==> src/rtl/paddle_stepper_ramp_top_assert.svh <==
// assertion macros for the paddle stepper ramp block
`ifndef PADDLE_STEPPER_RAMP_TOP_ASSERT_SVH
`define PADDLE_STEPPER_RAMP_TOP_ASSERT_SVH

// consequent must hold in the same cycle as the antecedent
`define PSR_ASSERT_SAME(label, ante, cons) \
	label: assert property (@(posedge clk) disable iff (!arst_n) (ante) |-> (cons)) \
		else $error("paddle stepper ramp check failed");

// consequent must hold in the cycle after the antecedent
`define PSR_ASSERT_NEXT(label, ante, cons) \
	label: assert property (@(posedge clk) disable iff (!arst_n) (ante) |=> (cons)) \
		else $error("paddle stepper ramp check failed");

`endif

==> src/rtl/psr_pkg.sv <==
// shared constants and types for the paddle stepper ramp block
package psr_pkg;

	// largest number of speed levels on each side of stop
	localparam int MAX_LEVELS = 16;

	// fixed field widths
	localparam int BTN_W  = 4;
	localparam int STEP_W = 2;
	localparam int POS_W  = 32;
	localparam int CFG_W  = 16;
	localparam int SL_W   = 5;
	localparam int SIGN_W = 2;
	localparam int CIDX_W = 3;
	localparam int CNT_W  = 18;

	// widths that follow from the level count
	localparam int LVL_W  = $clog2(MAX_LEVELS + 1);
	localparam int IDX_W  = $clog2(2 * MAX_LEVELS + 1);
	localparam int PROD_W = IDX_W + 1 + CFG_W + 1;
	localparam int NUM_W  = $clog2(MAX_LEVELS * 65536);
	localparam int DIV_CYC = (NUM_W + 1) / 2;
	localparam int DIVN_W = 2 * DIV_CYC;
	localparam int DCNT_W = $clog2(DIV_CYC + 1);
	localparam int RES_W  = DIVN_W + 3;

	// register reset values
	localparam logic [SL_W-1:0]   RST_SPEED_LEVELS = SL_W'(8);
	localparam logic [SL_W-1:0]   RST_MAX_RANGE    = SL_W'(8);
	localparam logic [CFG_W-1:0]  RST_MIN_STEPS    = CFG_W'(1);
	localparam logic [CFG_W-1:0]  RST_MAX_STEPS    = CFG_W'(64);
	localparam logic [CFG_W-1:0]  RST_MIN_DELAY    = CFG_W'(1);
	localparam logic [CFG_W-1:0]  RST_MAX_DELAY    = CFG_W'(100);
	localparam logic [SIGN_W-1:0] RST_START_SIGN   = SIGN_W'(1);

	// configuration register indexes
	typedef enum logic [CIDX_W-1:0] {
		REG_SPEED_LEVELS = 3'd0,
		REG_MAX_RANGE    = 3'd1,
		REG_MIN_STEPS    = 3'd2,
		REG_MAX_STEPS    = 3'd3,
		REG_MIN_DELAY    = 3'd4,
		REG_MAX_DELAY    = 3'd5,
		REG_START_SIGN   = 3'd6
	} cfg_reg_t;

	// sequencer states
	typedef enum logic [6:0] {
		S_IDLE   = 7'b0000001,
		S_START  = 7'b0000010,
		S_EVAL   = 7'b0000100,
		S_MUL    = 7'b0001000,
		S_DIV    = 7'b0010000,
		S_WB     = 7'b0100000,
		S_FINISH = 7'b1000000
	} state_t;

	// per axis state
	typedef struct packed {
		logic [IDX_W-1:0] idx;
		logic [CNT_W-1:0] skip;
		logic [CNT_W-1:0] ramp;
	} axis_t;

endpackage

==> src/rtl/paddle_stepper_ramp_top.sv <==
// paddle stepper ramp top level: sequencer, axis state and shared divider
//
// Usage: one input transfer per paddle tick carries the four active-low
// buttons. Each tick yields exactly one result transfer with the x and y
// step pulses (-1, 0, +1), the wrapped positions and a session end flag.
// Both data channels use valid/stall; a transfer happens when valid is high
// and stall is low. The config channel uses valid/ready and is always ready;
// write it only while no tick is in flight.
// Sequence: a tick passes the start state and the finish state, and a running
// tick evaluates each axis in between; the next tick can transfer in the cycle
// in which the previous result is shown. A tick that loads no delay or hold
// value skips the multiply and divide unit. Each per-level delay or ramp length
// passes through the shared multiply and divide unit (a multiply step, radix-4
// restoring divide steps, a writeback); an axis needs none, one or two of them.
// in_stall stays high from the transfer until the result is loaded into the
// output register, so only one tick is worked on at a time.
// When the receiver stalls, the result waits in the output register and the
// sequencer holds its final cycle until the register is free.
// Reset: the configuration and control registers return to their defaults, both axes sit at centre
// with cleared counters, positions are zero and no session is active.
`include "paddle_stepper_ramp_top_assert.svh"

module paddle_stepper_ramp_top (
	input  logic                                clk,
	input  logic                                arst_n,
	// tick input channel
	input  logic                                in_valid,
	output logic                                in_stall,
	input  logic [psr_pkg::BTN_W-1:0]           buttons,
	// result channel
	output logic                                out_valid,
	input  logic                                out_stall,
	output logic signed [psr_pkg::STEP_W-1:0]   x_step,
	output logic signed [psr_pkg::STEP_W-1:0]   y_step,
	output logic signed [psr_pkg::POS_W-1:0]    x_position,
	output logic signed [psr_pkg::POS_W-1:0]    y_position,
	output logic                                session_done,
	// configuration write channel
	input  logic                                cfg_valid,
	output logic                                cfg_ready,
	input  logic [psr_pkg::CIDX_W-1:0]          cfg_index,
	input  logic [psr_pkg::CFG_W-1:0]           cfg_data
);
	import psr_pkg::*;

	// configuration registers
	logic [SL_W-1:0]   speed_levels_q;
	logic [SL_W-1:0]   max_range_q;
	logic [CFG_W-1:0]  min_steps_q;
	logic [CFG_W-1:0]  max_steps_q;
	logic [CFG_W-1:0]  min_delay_q;
	logic [CFG_W-1:0]  max_delay_q;
	logic [SIGN_W-1:0] start_sign_q;

	// control and axis state
	state_t              state_q;
	logic                axis_q;
	logic                kind_q;
	logic                session_q;
	logic                done_q;
	axis_t               x_ax_q;
	axis_t               y_ax_q;
	logic [POS_W-1:0]    x_pos_q;
	logic [POS_W-1:0]    y_pos_q;
	logic signed [STEP_W-1:0] x_step_q;
	logic signed [STEP_W-1:0] y_step_q;
	logic [BTN_W-1:0]    btn_q;
	logic                out_valid_q;

	// divider registers
	logic [DIVN_W-1:0]   num_q;
	logic [LVL_W-1:0]    rem_q;
	logic [DCNT_W-1:0]   dcnt_q;
	logic                neg_q;
	logic                off_zero_q;

	// output registers
	logic signed [STEP_W-1:0] out_xs_q;
	logic signed [STEP_W-1:0] out_ys_q;
	logic [POS_W-1:0]    out_xp_q;
	logic [POS_W-1:0]    out_yp_q;
	logic                out_done_q;

	// effective levels, range and start sign
	logic [SL_W-1:0]     sl_sat;
	logic [SL_W-1:0]     rng_sat;
	logic [LVL_W-1:0]    lvl;
	logic [IDX_W-1:0]    lvl_i;
	logic [IDX_W-1:0]    two_l;
	logic [IDX_W-1:0]    lvl_plus_r;
	logic [IDX_W-1:0]    lvl_minus_r;
	logic signed [STEP_W-1:0] ysgn;

	always_comb begin
		if (speed_levels_q == '0) begin
			sl_sat = SL_W'(1);
		end else if (speed_levels_q > SL_W'(MAX_LEVELS)) begin
			sl_sat = SL_W'(MAX_LEVELS);
		end else begin
			sl_sat = speed_levels_q;
		end
		if (max_range_q == '0) begin
			rng_sat = SL_W'(1);
		end else if (max_range_q > sl_sat) begin
			rng_sat = sl_sat;
		end else begin
			rng_sat = max_range_q;
		end
	end

	assign lvl         = LVL_W'(sl_sat);
	assign lvl_i       = IDX_W'(lvl);
	assign two_l       = IDX_W'({lvl, 1'b0});
	assign lvl_plus_r  = lvl_i + IDX_W'(rng_sat);
	assign lvl_minus_r = lvl_i - IDX_W'(rng_sat);
	assign ysgn        = start_sign_q[1] ? 2'sb11 : {1'b0, start_sign_q[0]};

	// pressed flags from active-low buttons
	logic south, north, west, east, any_btn;
	assign south   = ~btn_q[3];
	assign north   = ~btn_q[2];
	assign west    = ~btn_q[1];
	assign east    = ~btn_q[0];
	assign any_btn = south | north | west | east;

	// indices saturated into the table, and the run decision
	logic [IDX_W-1:0] xi_c, yi_c;
	logic             run;
	assign xi_c = (x_ax_q.idx > two_l) ? two_l : x_ax_q.idx;
	assign yi_c = (y_ax_q.idx > two_l) ? two_l : y_ax_q.idx;
	assign run  = any_btn | (session_q & ((xi_c != lvl_i) | (yi_c != lvl_i)));

	// axis tick decision for the selected axis
	axis_t                    cur;
	logic                     plus, minus, at_c, quiet, skip_wait, ramp_wait;
	logic                     up, dn, inc, dec;
	logic signed [STEP_W-1:0] sgn, dlt, step_v;
	logic [IDX_W-1:0]         idx1, idx2;

	always_comb begin
		cur       = axis_q ? y_ax_q : x_ax_q;
		plus      = axis_q ? west : north;
		minus     = axis_q ? east : south;
		sgn       = axis_q ? ysgn : 2'sb01;
		at_c      = (cur.idx == lvl_i);
		quiet     = at_c & ~plus & ~minus;
		skip_wait = (cur.skip > CNT_W'(1));
		ramp_wait = (cur.ramp > CNT_W'(1));
		if (plus && !minus) begin
			dlt = sgn;
		end else if (minus && !plus) begin
			dlt = -sgn;
		end else begin
			dlt = 2'sb00;
		end
		idx1   = at_c ? (cur.idx + IDX_W'(dlt)) : cur.idx;
		up     = (idx1 > lvl_i);
		dn     = (idx1 < lvl_i);
		inc    = (plus & ~minus & (idx1 < lvl_plus_r)) | ((plus == minus) & (idx1 < lvl_i));
		dec    = (minus & ~plus & (idx1 > lvl_minus_r)) | ((plus == minus) & (idx1 > lvl_i));
		if (inc) begin
			idx2 = idx1 + IDX_W'(1);
		end else if (dec) begin
			idx2 = idx1 - IDX_W'(1);
		end else begin
			idx2 = idx1;
		end
		if (up) begin
			step_v = 2'sb01;
		end else if (dn) begin
			step_v = 2'sb11;
		end else begin
			step_v = 2'sb00;
		end
	end

	// product of the level offset, less one for a hold or two for a delay, and the register span
	logic [IDX_W-1:0]         off;
	logic signed [IDX_W:0]    term;
	logic signed [CFG_W:0]    diff;
	logic signed [PROD_W-1:0] prod;
	logic [PROD_W-1:0]        prod_mag;

	always_comb begin
		off  = (cur.idx > lvl_i) ? (cur.idx - lvl_i) : (lvl_i - cur.idx);
		term = (IDX_W+1)'({1'b0, off}) - (kind_q ? (IDX_W+1)'(2) : (IDX_W+1)'(1));
		diff = kind_q ? ({1'b0, max_delay_q} - {1'b0, min_delay_q})
		              : ({1'b0, max_steps_q} - {1'b0, min_steps_q});
		prod = PROD_W'(term) * PROD_W'(diff);
		prod_mag = prod[PROD_W-1] ? PROD_W'(-prod) : PROD_W'(prod);
	end

	// two restoring divide steps per cycle by the level count
	logic [LVL_W:0]    trial;
	logic [LVL_W-1:0]  rem_v;
	logic [DIVN_W-1:0] num_v;
	logic              qbit;

	always_comb begin
		rem_v = rem_q;
		num_v = num_q;
		trial = '0;
		qbit  = 1'b0;
		for (int k = 0; k < 2; k++) begin
			trial = {rem_v, num_v[DIVN_W-1]};
			qbit  = (trial >= {1'b0, lvl});
			if (qbit) begin
				trial = trial - {1'b0, lvl};
			end
			rem_v = trial[LVL_W-1:0];
			num_v = {num_v[DIVN_W-2:0], qbit};
		end
	end

	// signed quotient and the saturated delay or hold value
	logic signed [DIVN_W:0]  quo;
	logic signed [RES_W-1:0] res;
	logic [CNT_W-1:0]        wb_val;

	always_comb begin
		quo = neg_q ? -$signed({1'b0, num_q}) : $signed({1'b0, num_q});
		res = kind_q ? (RES_W'({1'b0, max_delay_q}) - RES_W'(quo))
		             : (RES_W'({1'b0, min_steps_q}) + RES_W'(quo));
		if (off_zero_q) begin
			wb_val = kind_q ? CNT_W'(max_delay_q) : '0;
		end else if (res[RES_W-1]) begin
			wb_val = '0;
		end else begin
			wb_val = CNT_W'(res);
		end
	end

	// handshake outputs
	logic out_free;
	assign out_free  = ~out_valid_q | ~out_stall;
	assign in_stall  = (state_q != S_IDLE);
	assign cfg_ready = 1'b1;

	// configuration writes
	always_ff @(posedge clk or negedge arst_n) begin
		if (!arst_n) begin
			speed_levels_q <= RST_SPEED_LEVELS;
			max_range_q    <= RST_MAX_RANGE;
			min_steps_q    <= RST_MIN_STEPS;
			max_steps_q    <= RST_MAX_STEPS;
			min_delay_q    <= RST_MIN_DELAY;
			max_delay_q    <= RST_MAX_DELAY;
			start_sign_q   <= RST_START_SIGN;
		end else if (cfg_valid && cfg_ready) begin
			case (cfg_index)
				REG_SPEED_LEVELS: speed_levels_q <= cfg_data[SL_W-1:0];
				REG_MAX_RANGE:    max_range_q    <= cfg_data[SL_W-1:0];
				REG_MIN_STEPS:    min_steps_q    <= cfg_data;
				REG_MAX_STEPS:    max_steps_q    <= cfg_data;
				REG_MIN_DELAY:    min_delay_q    <= cfg_data;
				REG_MAX_DELAY:    max_delay_q    <= cfg_data;
				REG_START_SIGN:   start_sign_q   <= cfg_data[SIGN_W-1:0];
				default: ;
			endcase
		end
	end

	// sequencer and axis state
	always_ff @(posedge clk or negedge arst_n) begin
		if (!arst_n) begin
			state_q     <= S_IDLE;
			axis_q      <= 1'b0;
			kind_q      <= 1'b0;
			session_q   <= 1'b0;
			done_q      <= 1'b0;
			x_ax_q      <= '{idx: IDX_W'(RST_SPEED_LEVELS), skip: '0, ramp: '0};
			y_ax_q      <= '{idx: IDX_W'(RST_SPEED_LEVELS), skip: '0, ramp: '0};
			x_pos_q     <= '0;
			y_pos_q     <= '0;
			x_step_q    <= '0;
			y_step_q    <= '0;
			dcnt_q      <= '0;
			out_valid_q <= 1'b0;
		end else begin
			// result register: load on finish, drop after its transfer
			if (state_q == S_FINISH && out_free) begin
				out_valid_q <= 1'b1;
			end else if (!out_stall) begin
				out_valid_q <= 1'b0;
			end
			case (state_q)
				S_IDLE: begin
					if (in_valid) begin
						state_q <= S_START;
					end
				end
				// saturate indices, start or end a session
				S_START: begin
					x_step_q <= '0;
					y_step_q <= '0;
					axis_q   <= 1'b0;
					done_q   <= ~run & session_q;
					if (run) begin
						if (!session_q) begin
							x_ax_q    <= '{idx: lvl_i, skip: '0, ramp: '0};
							y_ax_q    <= '{idx: lvl_i, skip: '0, ramp: '0};
							session_q <= 1'b1;
						end else begin
							x_ax_q.idx <= xi_c;
							y_ax_q.idx <= yi_c;
						end
						state_q <= S_EVAL;
					end else begin
						x_ax_q.idx <= xi_c;
						y_ax_q.idx <= yi_c;
						session_q  <= 1'b0;
						state_q    <= S_FINISH;
					end
				end
				// one axis tick decision
				S_EVAL: begin
					if (quiet) begin
						axis_q  <= 1'b1;
						state_q <= axis_q ? S_FINISH : S_EVAL;
					end else if (skip_wait) begin
						if (axis_q) begin
							y_ax_q.skip <= cur.skip - CNT_W'(1);
						end else begin
							x_ax_q.skip <= cur.skip - CNT_W'(1);
						end
						axis_q  <= 1'b1;
						state_q <= axis_q ? S_FINISH : S_EVAL;
					end else begin
						if (axis_q) begin
							y_step_q <= step_v;
							y_pos_q  <= y_pos_q + POS_W'(step_v);
						end else begin
							x_step_q <= step_v;
							x_pos_q  <= x_pos_q + POS_W'(step_v);
						end
						if ((up || dn) && !ramp_wait) begin
							// ramp expired: move the index and reload the hold
							if (axis_q) begin
								y_ax_q.idx <= idx2;
							end else begin
								x_ax_q.idx <= idx2;
							end
							kind_q <= 1'b0;
						end else begin
							if (axis_q) begin
								y_ax_q.idx <= idx1;
								if (up || dn) begin
									y_ax_q.ramp <= cur.ramp - CNT_W'(1);
								end
							end else begin
								x_ax_q.idx <= idx1;
								if (up || dn) begin
									x_ax_q.ramp <= cur.ramp - CNT_W'(1);
								end
							end
							kind_q <= 1'b1;
						end
						state_q <= S_MUL;
					end
				end
				S_MUL: begin
					dcnt_q  <= '0;
					state_q <= S_DIV;
				end
				S_DIV: begin
					dcnt_q <= dcnt_q + DCNT_W'(1);
					if (dcnt_q == DCNT_W'(DIV_CYC - 1)) begin
						state_q <= S_WB;
					end
				end
				// store hold or delay, then go on
				S_WB: begin
					if (!kind_q) begin
						if (axis_q) begin
							y_ax_q.ramp <= wb_val;
						end else begin
							x_ax_q.ramp <= wb_val;
						end
						kind_q  <= 1'b1;
						state_q <= S_MUL;
					end else begin
						if (axis_q) begin
							y_ax_q.skip <= wb_val;
						end else begin
							x_ax_q.skip <= wb_val;
						end
						axis_q  <= 1'b1;
						state_q <= axis_q ? S_FINISH : S_EVAL;
					end
				end
				S_FINISH: begin
					if (out_free) begin
						state_q <= S_IDLE;
					end
				end
				default: state_q <= S_IDLE;
			endcase
		end
	end

	// datapath registers without reset
	always_ff @(posedge clk) begin
		if (state_q == S_IDLE && in_valid) begin
			btn_q <= buttons;
		end
		if (state_q == S_MUL) begin
			num_q      <= DIVN_W'(prod_mag);
			neg_q      <= prod[PROD_W-1];
			rem_q      <= '0;
			off_zero_q <= (off == '0);
		end else if (state_q == S_DIV) begin
			num_q <= num_v;
			rem_q <= rem_v;
		end
		if (state_q == S_FINISH && out_free) begin
			out_xs_q   <= x_step_q;
			out_ys_q   <= y_step_q;
			out_xp_q   <= x_pos_q;
			out_yp_q   <= y_pos_q;
			out_done_q <= done_q;
		end
	end

	assign out_valid    = out_valid_q;
	assign x_step       = out_xs_q;
	assign y_step       = out_ys_q;
	assign x_position   = out_xp_q;
	assign y_position   = out_yp_q;
	assign session_done = out_done_q;

	// checks
	`PSR_ASSERT_NEXT(a_transfer_starts, in_valid && !in_stall, state_q == S_START)
	`PSR_ASSERT_SAME(a_done_has_no_steps, out_valid_q && out_done_q, out_xs_q == '0 && out_ys_q == '0)
	`PSR_ASSERT_SAME(a_idx_in_table, state_q == S_MUL, cur.idx <= two_l)
	`PSR_ASSERT_NEXT(a_div_ends_in_wb, state_q == S_DIV && dcnt_q == DCNT_W'(DIV_CYC - 1), state_q == S_WB)
	`PSR_ASSERT_NEXT(a_session_end, state_q == S_START && !run && session_q, !session_q && done_q)

endmodule

==> config.mk <==
export PLATFORM = sky130hd
export DESIGN_NAME = paddle_stepper_ramp_top
export DESIGN_NICKNAME = d
export VERILOG_FILES = /design/src/rtl/psr_pkg.sv /design/src/rtl/paddle_stepper_ramp_top.sv
export VERILOG_INCLUDE_DIRS = /design/src /design/src/rtl
export SDC_FILE = /design/constraint.sdc
export NUM_CORES = 1
export LEC_CHECK = 0
export ABC_AREA = 1
export BUFFER_PORTS_ARGS = -buffer_cell sky130_fd_sc_hd__buf_2
export CORE_AREA = 2 2 246 248
export CTS_BUF_LIST = sky130_fd_sc_hd__clkbuf_4
export CTS_CLUSTER_DIAMETER = 40
export DETAILED_ROUTE_END_ITERATION = 6
export DIE_AREA = 0 0 248 250
export PLACE_DENSITY_LB_ADDON = 0.3
export SLEW_MARGIN = 20
export SYNTH_ARGS = -nofsm -noshare
export SYNTH_HDL_FRONTEND = slang
export SYNTH_SLANG_ARGS = --single-unit
==> constraint.sdc <==
create_clock -name clk -period 17.2 [get_ports clk]
set_input_delay 3.44 -clock clk [delete_from_list [all_inputs] [get_ports clk]]
set_output_delay 3.44 -clock clk [all_outputs]
set_load 0.03 [all_outputs]
# After elaboration in Yosys (flattened, before gate mapping)
# Index checks and enable logic that the tools add are counted.
dict set report totals {
  register_bits 344
  output_inout_bits 72
  wordCells 269
}
dict set report classes {
  n_addsub 22
  mul 1
  n_lt_le_gt_ge 13
  eq_ne 37
  n_mux 97
  bitwise 30
  reduce_logical 35
}
# op n
set ops {}
lappend ops {{$mux W18} 19}
lappend ops {{$pmux W36 S3} 2}
lappend ops {{$mux W42} 3}
lappend ops {{$mux W6} 18}
lappend ops {{$mux W36} 2}
lappend ops {{$add A32 B32 Y32} 2}
lappend ops {{$mux W20} 3}
lappend ops {{$mux W7} 8}
lappend ops {{$pmux W7 S7} 1}
lappend ops {{$gt A18 B1 Y1 const B} 2}
lappend ops {{$sub A18 B1 Y18 const B} 2}
lappend ops {{$sub A16 B16 Y17} 2}
lappend ops {{$ne A2 B2 Y1 const B} 16}
lappend ops {{$mux W5} 6}
lappend ops {{$mux W2} 13}
lappend ops {{$mul A7 B17 Y24} 1}
lappend ops {{$pmux W6 S2} 2}
lappend ops {{$mux W23} 1}
lappend ops {{$add A17 B21 Y22} 1}
lappend ops {{$sub A17 B21 Y22} 1}
lappend ops {{$mux W21} 1}
lappend ops {{$neg A20 Y21} 1}
lappend ops {{$neg A20 Y20} 1}
lappend ops {{$reduce_and A10 Y1} 2}
lappend ops {{other kinds (57)} 125}

# Logic depth before layout (Yosys ltp)
dict set report depth {
  depth_word 18
  ltp_mapped 49
}

# Worst setup path before layout
# Ideal clock, no wire load.
dict set report synth_timing {
  kind {reg2reg}
  startpoint {register axis_q}
  endpoint {register num_q[15], data pin}
  arrival_time_ns 7.940
  t_required_ns 16.933
  slack_ns 8.993
  stages_incl_launch_ff 43
  period_less_slack_ns 8.207
  cell_sequence {dfrtp_1 > buf_6 > buf_6 > buf_4 > buf_4 > o21ai_0 > ha_1 > buf_2 > a211oi_1 > o21ai_1 > nand2_2 > inv_1 > or2_2 > o21ai_0 > ha_1 > a21oi_1 > nand2_1 > or2_2 > [7 not listed] > inv_1 > fa_1 > inv_1 > ha_1 > nand2_1 > o21ai_0 > nand2_1 > nand3_1 > nand2_1 > o21ai_0 > a21oi_1 > inv_1 > nand2_1 > nand2_1 > buf_2 > nand3_1 > nand3_1 > o21ai_0}
}
dict set report synth_between {
  elab_cells_between_ends 10
}
# element line
set synth_lines {}
lappend synth_lines {{start: declaration} paddle_stepper_ramp_top.sv:57} ;# logic axis_q;
lappend synth_lines {{start signal: assignment} paddle_stepper_ramp_top.sv:267} ;# axis_q <= 1'b0;
lappend synth_lines {{start signal: assignment} paddle_stepper_ramp_top.sv:296} ;# axis_q <= 1'b0;
lappend synth_lines {{start signal: assignment} paddle_stepper_ramp_top.sv:318} ;# axis_q <= 1'b1;
lappend synth_lines {{$mux W42 (*)} paddle_stepper_ramp_top.sv:141} ;# cur = axis_q ? y_ax_q : x_ax_q;
lappend synth_lines {{$sub A5 B6 Y6, or another cell as far along} paddle_stepper_ramp_top.sv:185} ;# off = (cur.idx > lvl_i) ? (cur.idx - lvl_i) : (lvl_i - cur.idx);
lappend synth_lines {{$mux W6 (*)} paddle_stepper_ramp_top.sv:185}
lappend synth_lines {{$sub A6 B2 Y7 (*)} paddle_stepper_ramp_top.sv:186} ;# term = (IDX_W+1)'({1'b0, off}) - (kind_q ? (IDX_W+1)'(2) : (IDX_W+1)'(1));
lappend synth_lines {{$mul A7 B17 Y24 (*)} paddle_stepper_ramp_top.sv:189} ;# prod = PROD_W'(term) * PROD_W'(diff);
lappend synth_lines {{named net prod[23]} paddle_stepper_ramp_top.sv:181} ;# logic signed [PROD_W-1:0] prod;
lappend synth_lines {{$mux W20 (*)} paddle_stepper_ramp_top.sv:190} ;# prod_mag = prod[PROD_W-1] ? PROD_W'(-prod) : PROD_W'(prod);
lappend synth_lines {{$mux W20 (*)} paddle_stepper_ramp_top.sv:406} ;# if (state_q == S_MUL) begin
lappend synth_lines {{end signal: assignment} paddle_stepper_ramp_top.sv:407} ;# num_q <= DIVN_W'(prod_mag);
lappend synth_lines {{end signal: assignment} paddle_stepper_ramp_top.sv:412} ;# num_q <= num_v;
lappend synth_lines {{end: declaration} paddle_stepper_ramp_top.sv:71} ;# logic [DIVN_W-1:0] num_q;
# The timed path passes the listed nets; every way through them passes the cells marked *.
# A chain may end at the register's enable or synchronous reset.

# Final worst setup path
dict set report layout_timing {
  startpoint {register speed_levels_q[4]}
  endpoint {register num_q[7], data pin}
}
dict set report layout_between {
  elab_chain_len 10
  elab_cells_between_ends 13
}
# element line
set layout_lines {}
lappend layout_lines {{start: declaration} paddle_stepper_ramp_top.sv:47} ;# logic [SL_W-1:0] speed_levels_q;
lappend layout_lines {{start signal: assignment} paddle_stepper_ramp_top.sv:251} ;# REG_SPEED_LEVELS: speed_levels_q <= cfg_data[SL_W-1:0];
lappend layout_lines {{$gt A5 B5 Y1} paddle_stepper_ramp_top.sv:97} ;# end else if (speed_levels_q > SL_W'(MAX_LEVELS)) begin
lappend layout_lines {{$mux W5} paddle_stepper_ramp_top.sv:97}
lappend layout_lines {{$mux W5 (*)} paddle_stepper_ramp_top.sv:95} ;# if (speed_levels_q == '0) begin
lappend layout_lines {{$sub A5 B6 Y6, or another cell as far along} paddle_stepper_ramp_top.sv:185}
lappend layout_lines {{$mux W6 (*)} paddle_stepper_ramp_top.sv:185}
lappend layout_lines {{$sub A6 B2 Y7 (*)} paddle_stepper_ramp_top.sv:186}
lappend layout_lines {{$mul A7 B17 Y24 (*)} paddle_stepper_ramp_top.sv:189}
lappend layout_lines {{$neg A20 Y20} paddle_stepper_ramp_top.sv:190}
lappend layout_lines {{$mux W20 (*)} paddle_stepper_ramp_top.sv:190}
lappend layout_lines {{$mux W20 (*)} paddle_stepper_ramp_top.sv:406}
# Mark *: on every way between the ends. The rest lies on a longest branch, timed or not.

==> results.json <==
{
  "wl_per_cell_um": 16.2,
  "grt_usage": 0.266,
  "yosysWarnings": 0,
  "cts.clk_slew.worst_paths_ns": 0.06,
  "cts_setup_buffers": 0,
  "start_util": 0.505,
  "cts_resized": 0,
  "hpwl_mm": 62.6,
  "r2r_cells": 36,
  "postCtsHoldBufs": 0,
  "grt_max_degree": 90,
  "drc": 0,
  "end_kind": "flop",
  "final_cell_mix": "nand2_1 (1037), inv_1 (531), nor2_1 (314)",
  "die_x_um": 248,
  "avgViaCountPerCell": 5.44,
  "gp_congestion": 0.939,
  "synth_edf_count": 95,
  "wl_mm": 81.4,
  "synth.distinct_cells": 70,
  "worstPathRequired_ns": 17.73,
  "synth_seq_area_share": 0.301,
  "ios": 100,
  "yosys.area.top_type": "dfrtp_1",
  "drt_iter0_drc": 2036,
  "port_buffers": 98,
  "start_kind": "flop",
  "clk-insertion-delay-late_ns": 0.82,
  "dr_wl_met3_mm": 4.60,
  "fill_cells": 5796,
  "drtPass1Iterations": 7,
  "min-delay-path-class": "flop to flop",
  "hold_viol_final": 0,
  "period_share": 0.580,
  "die_area_mm2": 0.0620,
  "cts-htree-levels": 3,
  "final_common_cell": "nand2_1",
  "syn_inst": 4058,
  "status": "complete, no violations",
  "gr-total-overflow": 0,
  "rrSetupSlack_ns": 7.23,
  "max_slew.worst_pin.slew_ns": 1.08,
  "cts_tree": "built",
  "multiInputGateArea_mm2": 0.0185,
  "core_area_mm2": 0.0596,
  "period_needed_ns": 9.97,
  "wl_met2_mm": 38.0,
  "async_flop_share": 0.709,
  "critPathMaxStageDelay_ns": 0.67,
  "met1_length_mm": 36.2,
  "final_layout_size_suffix_gt1_frac": 0.0945,
  "timing.fmax_ghz": 0.100,
  "cts_root_buf": "clkbuf_4",
  "cts.sinks": 344,
  "synth_flop_cell": "dfrtp_1",
  "finClkSkew_ns": 0.0336,
  "ant_nets": 0,
  "cp_common_cell": "nand2_1",
  "syn_to_final_growth_pct": 8.34,
  "path_class": "flop to flop",
  "routed.top_layer": "met4",
  "cts_inserted_buffers": 94,
  "clock_path_buffers": 3,
  "grt_pass1_wl_mm": 133,
  "maxCapViolations": 0,
  "crit_fanout": 19,
  "synth_top_area_frac": 0.193,
  "seqCellArea_mm2": 0.00907,
  "num_rows": 90,
  "nNetsFinal": 4555,
  "via_count": 27400,
  "grt_pass1_vias": 26200,
  "finalSetupTns_ns": 0,
  "antenna_found_initial": 2,
  "synth_area_per_cell_um2": 7.42,
  "crit_slowest_cell": "dfrtp_1",
  "rsz0062_at_grt": "no",
  "ys_ff_latch": 344,
  "crit_arrival_ns": 10.50,
  "setup_violations": 0,
  "die_height_um": 250,
  "synth_area_leaders": "dfrtp_1 (19%), nand2_1 (13%), ha_1 (11%)",
  "slew_violations": 0,
  "synth_fp_nets": 4443,
  "syn_area_mm2": 0.0301,
  "slew_headroom": 0.279,
  "min_path_cells": 2
}
routing by layer:
metal / GRT usage / vias up
met3: 0.0405 / 149
met5: 0 / -
met2: 0.435 / 766
met1: 0.351 / 12800
met4: 0.106 / 0
li1: - / 13700
kinds of logic (layout without fill, tap and decap cells):
group                      after synthesis  in the layout  share of synthesized area
and+or+nand+nor                       1819           1819                      0.260
AOI/OAI and AO/OA                      731            731                      0.134
buffers and inverters                  656            850                     0.0858
adders and majority gates              357            357                      0.174
DFF                                    344            344                      0.301
xor gates and xnor gates               145            145                     0.0422
muxes                                    5              5                    0.00166
other                                    1              3                   0.000125
synth_stat cells, drive strengths merged, types with 93 or more instances:
cell type	number
edfxtp	95
nand4	130
dfrtp	232
inv	555
xor2	93
nand3	206
o21ai	366
nor2	332
a21oi	251
fa	104
nand2	1042
ha	253
metrics by stage:
step	hold WS, ns	setup WS (ns)	cell area [µm²]	util	cells
after CTS	0.457	7.17	32600	0.547	5034
after floorplan	0.419	8.99	30100	-	4058
final	0.456	7.23	32600	0.547	5036
after detailed placement	0.442	7.20	31200	0.524	4856
after global routing	0.476	6.36	32600	0.547	5036
after global placement	0.441	7.49	31200	0.524	4856
registers in the layout (all words and copies together) (netlist names), 7 cells and up:
name         flops
x_ax_q          42
y_ax_q          42
x_pos_q         32
x_position      32
y_pos_q         32
y_position      32
num_q           20
max_delay_q     16
max_steps_q     16
min_delay_q     16
min_steps_q     16
state_q          7
worst max-delay path: cells and delay by family, from the launching register on:
| kind | cells | cell delay [ns] |
|---|---|---|
| fa+ha+maj | 7 | 3.29 |
| simple gates | 12 | 2.56 |
| compound gates | 11 | 2.23 |
| buf+inv | 5 | 0.73 |
| flops | 1 | 0.67 |
| xor+xnor | 1 | 0.19 |
worst paths after layout:
path,start,end
max,speed_levels_q[4],num_q[7]
min,rem_q[4],rem_q[4]
max reg2reg,speed_levels_q[4],num_q[7]
min reg2reg,rem_q[4],rem_q[4]
max in group asynchronous,arst_n,state_q[4]
min in group asynchronous,arst_n,x_pos_q[14]
cell type report:
| class | count | share of cell area |
|---|---|---|
| diodes | 2 | 0.000153 |
| clock buffers | 153 | 0.0352 |
| clock inverters | 25 | 0.00660 |
| inverters | 559 | 0.0643 |
| multi-input cells | 3058 | 0.567 |
| flip-flops and latches | 344 | 0.278 |
| well taps | 782 | 0.0300 |
| repair buffers | 113 | 0.0188 |
Power is not shown: default switching activity piles up to over one toggle a cycle in this logic, so the estimate is an artifact.
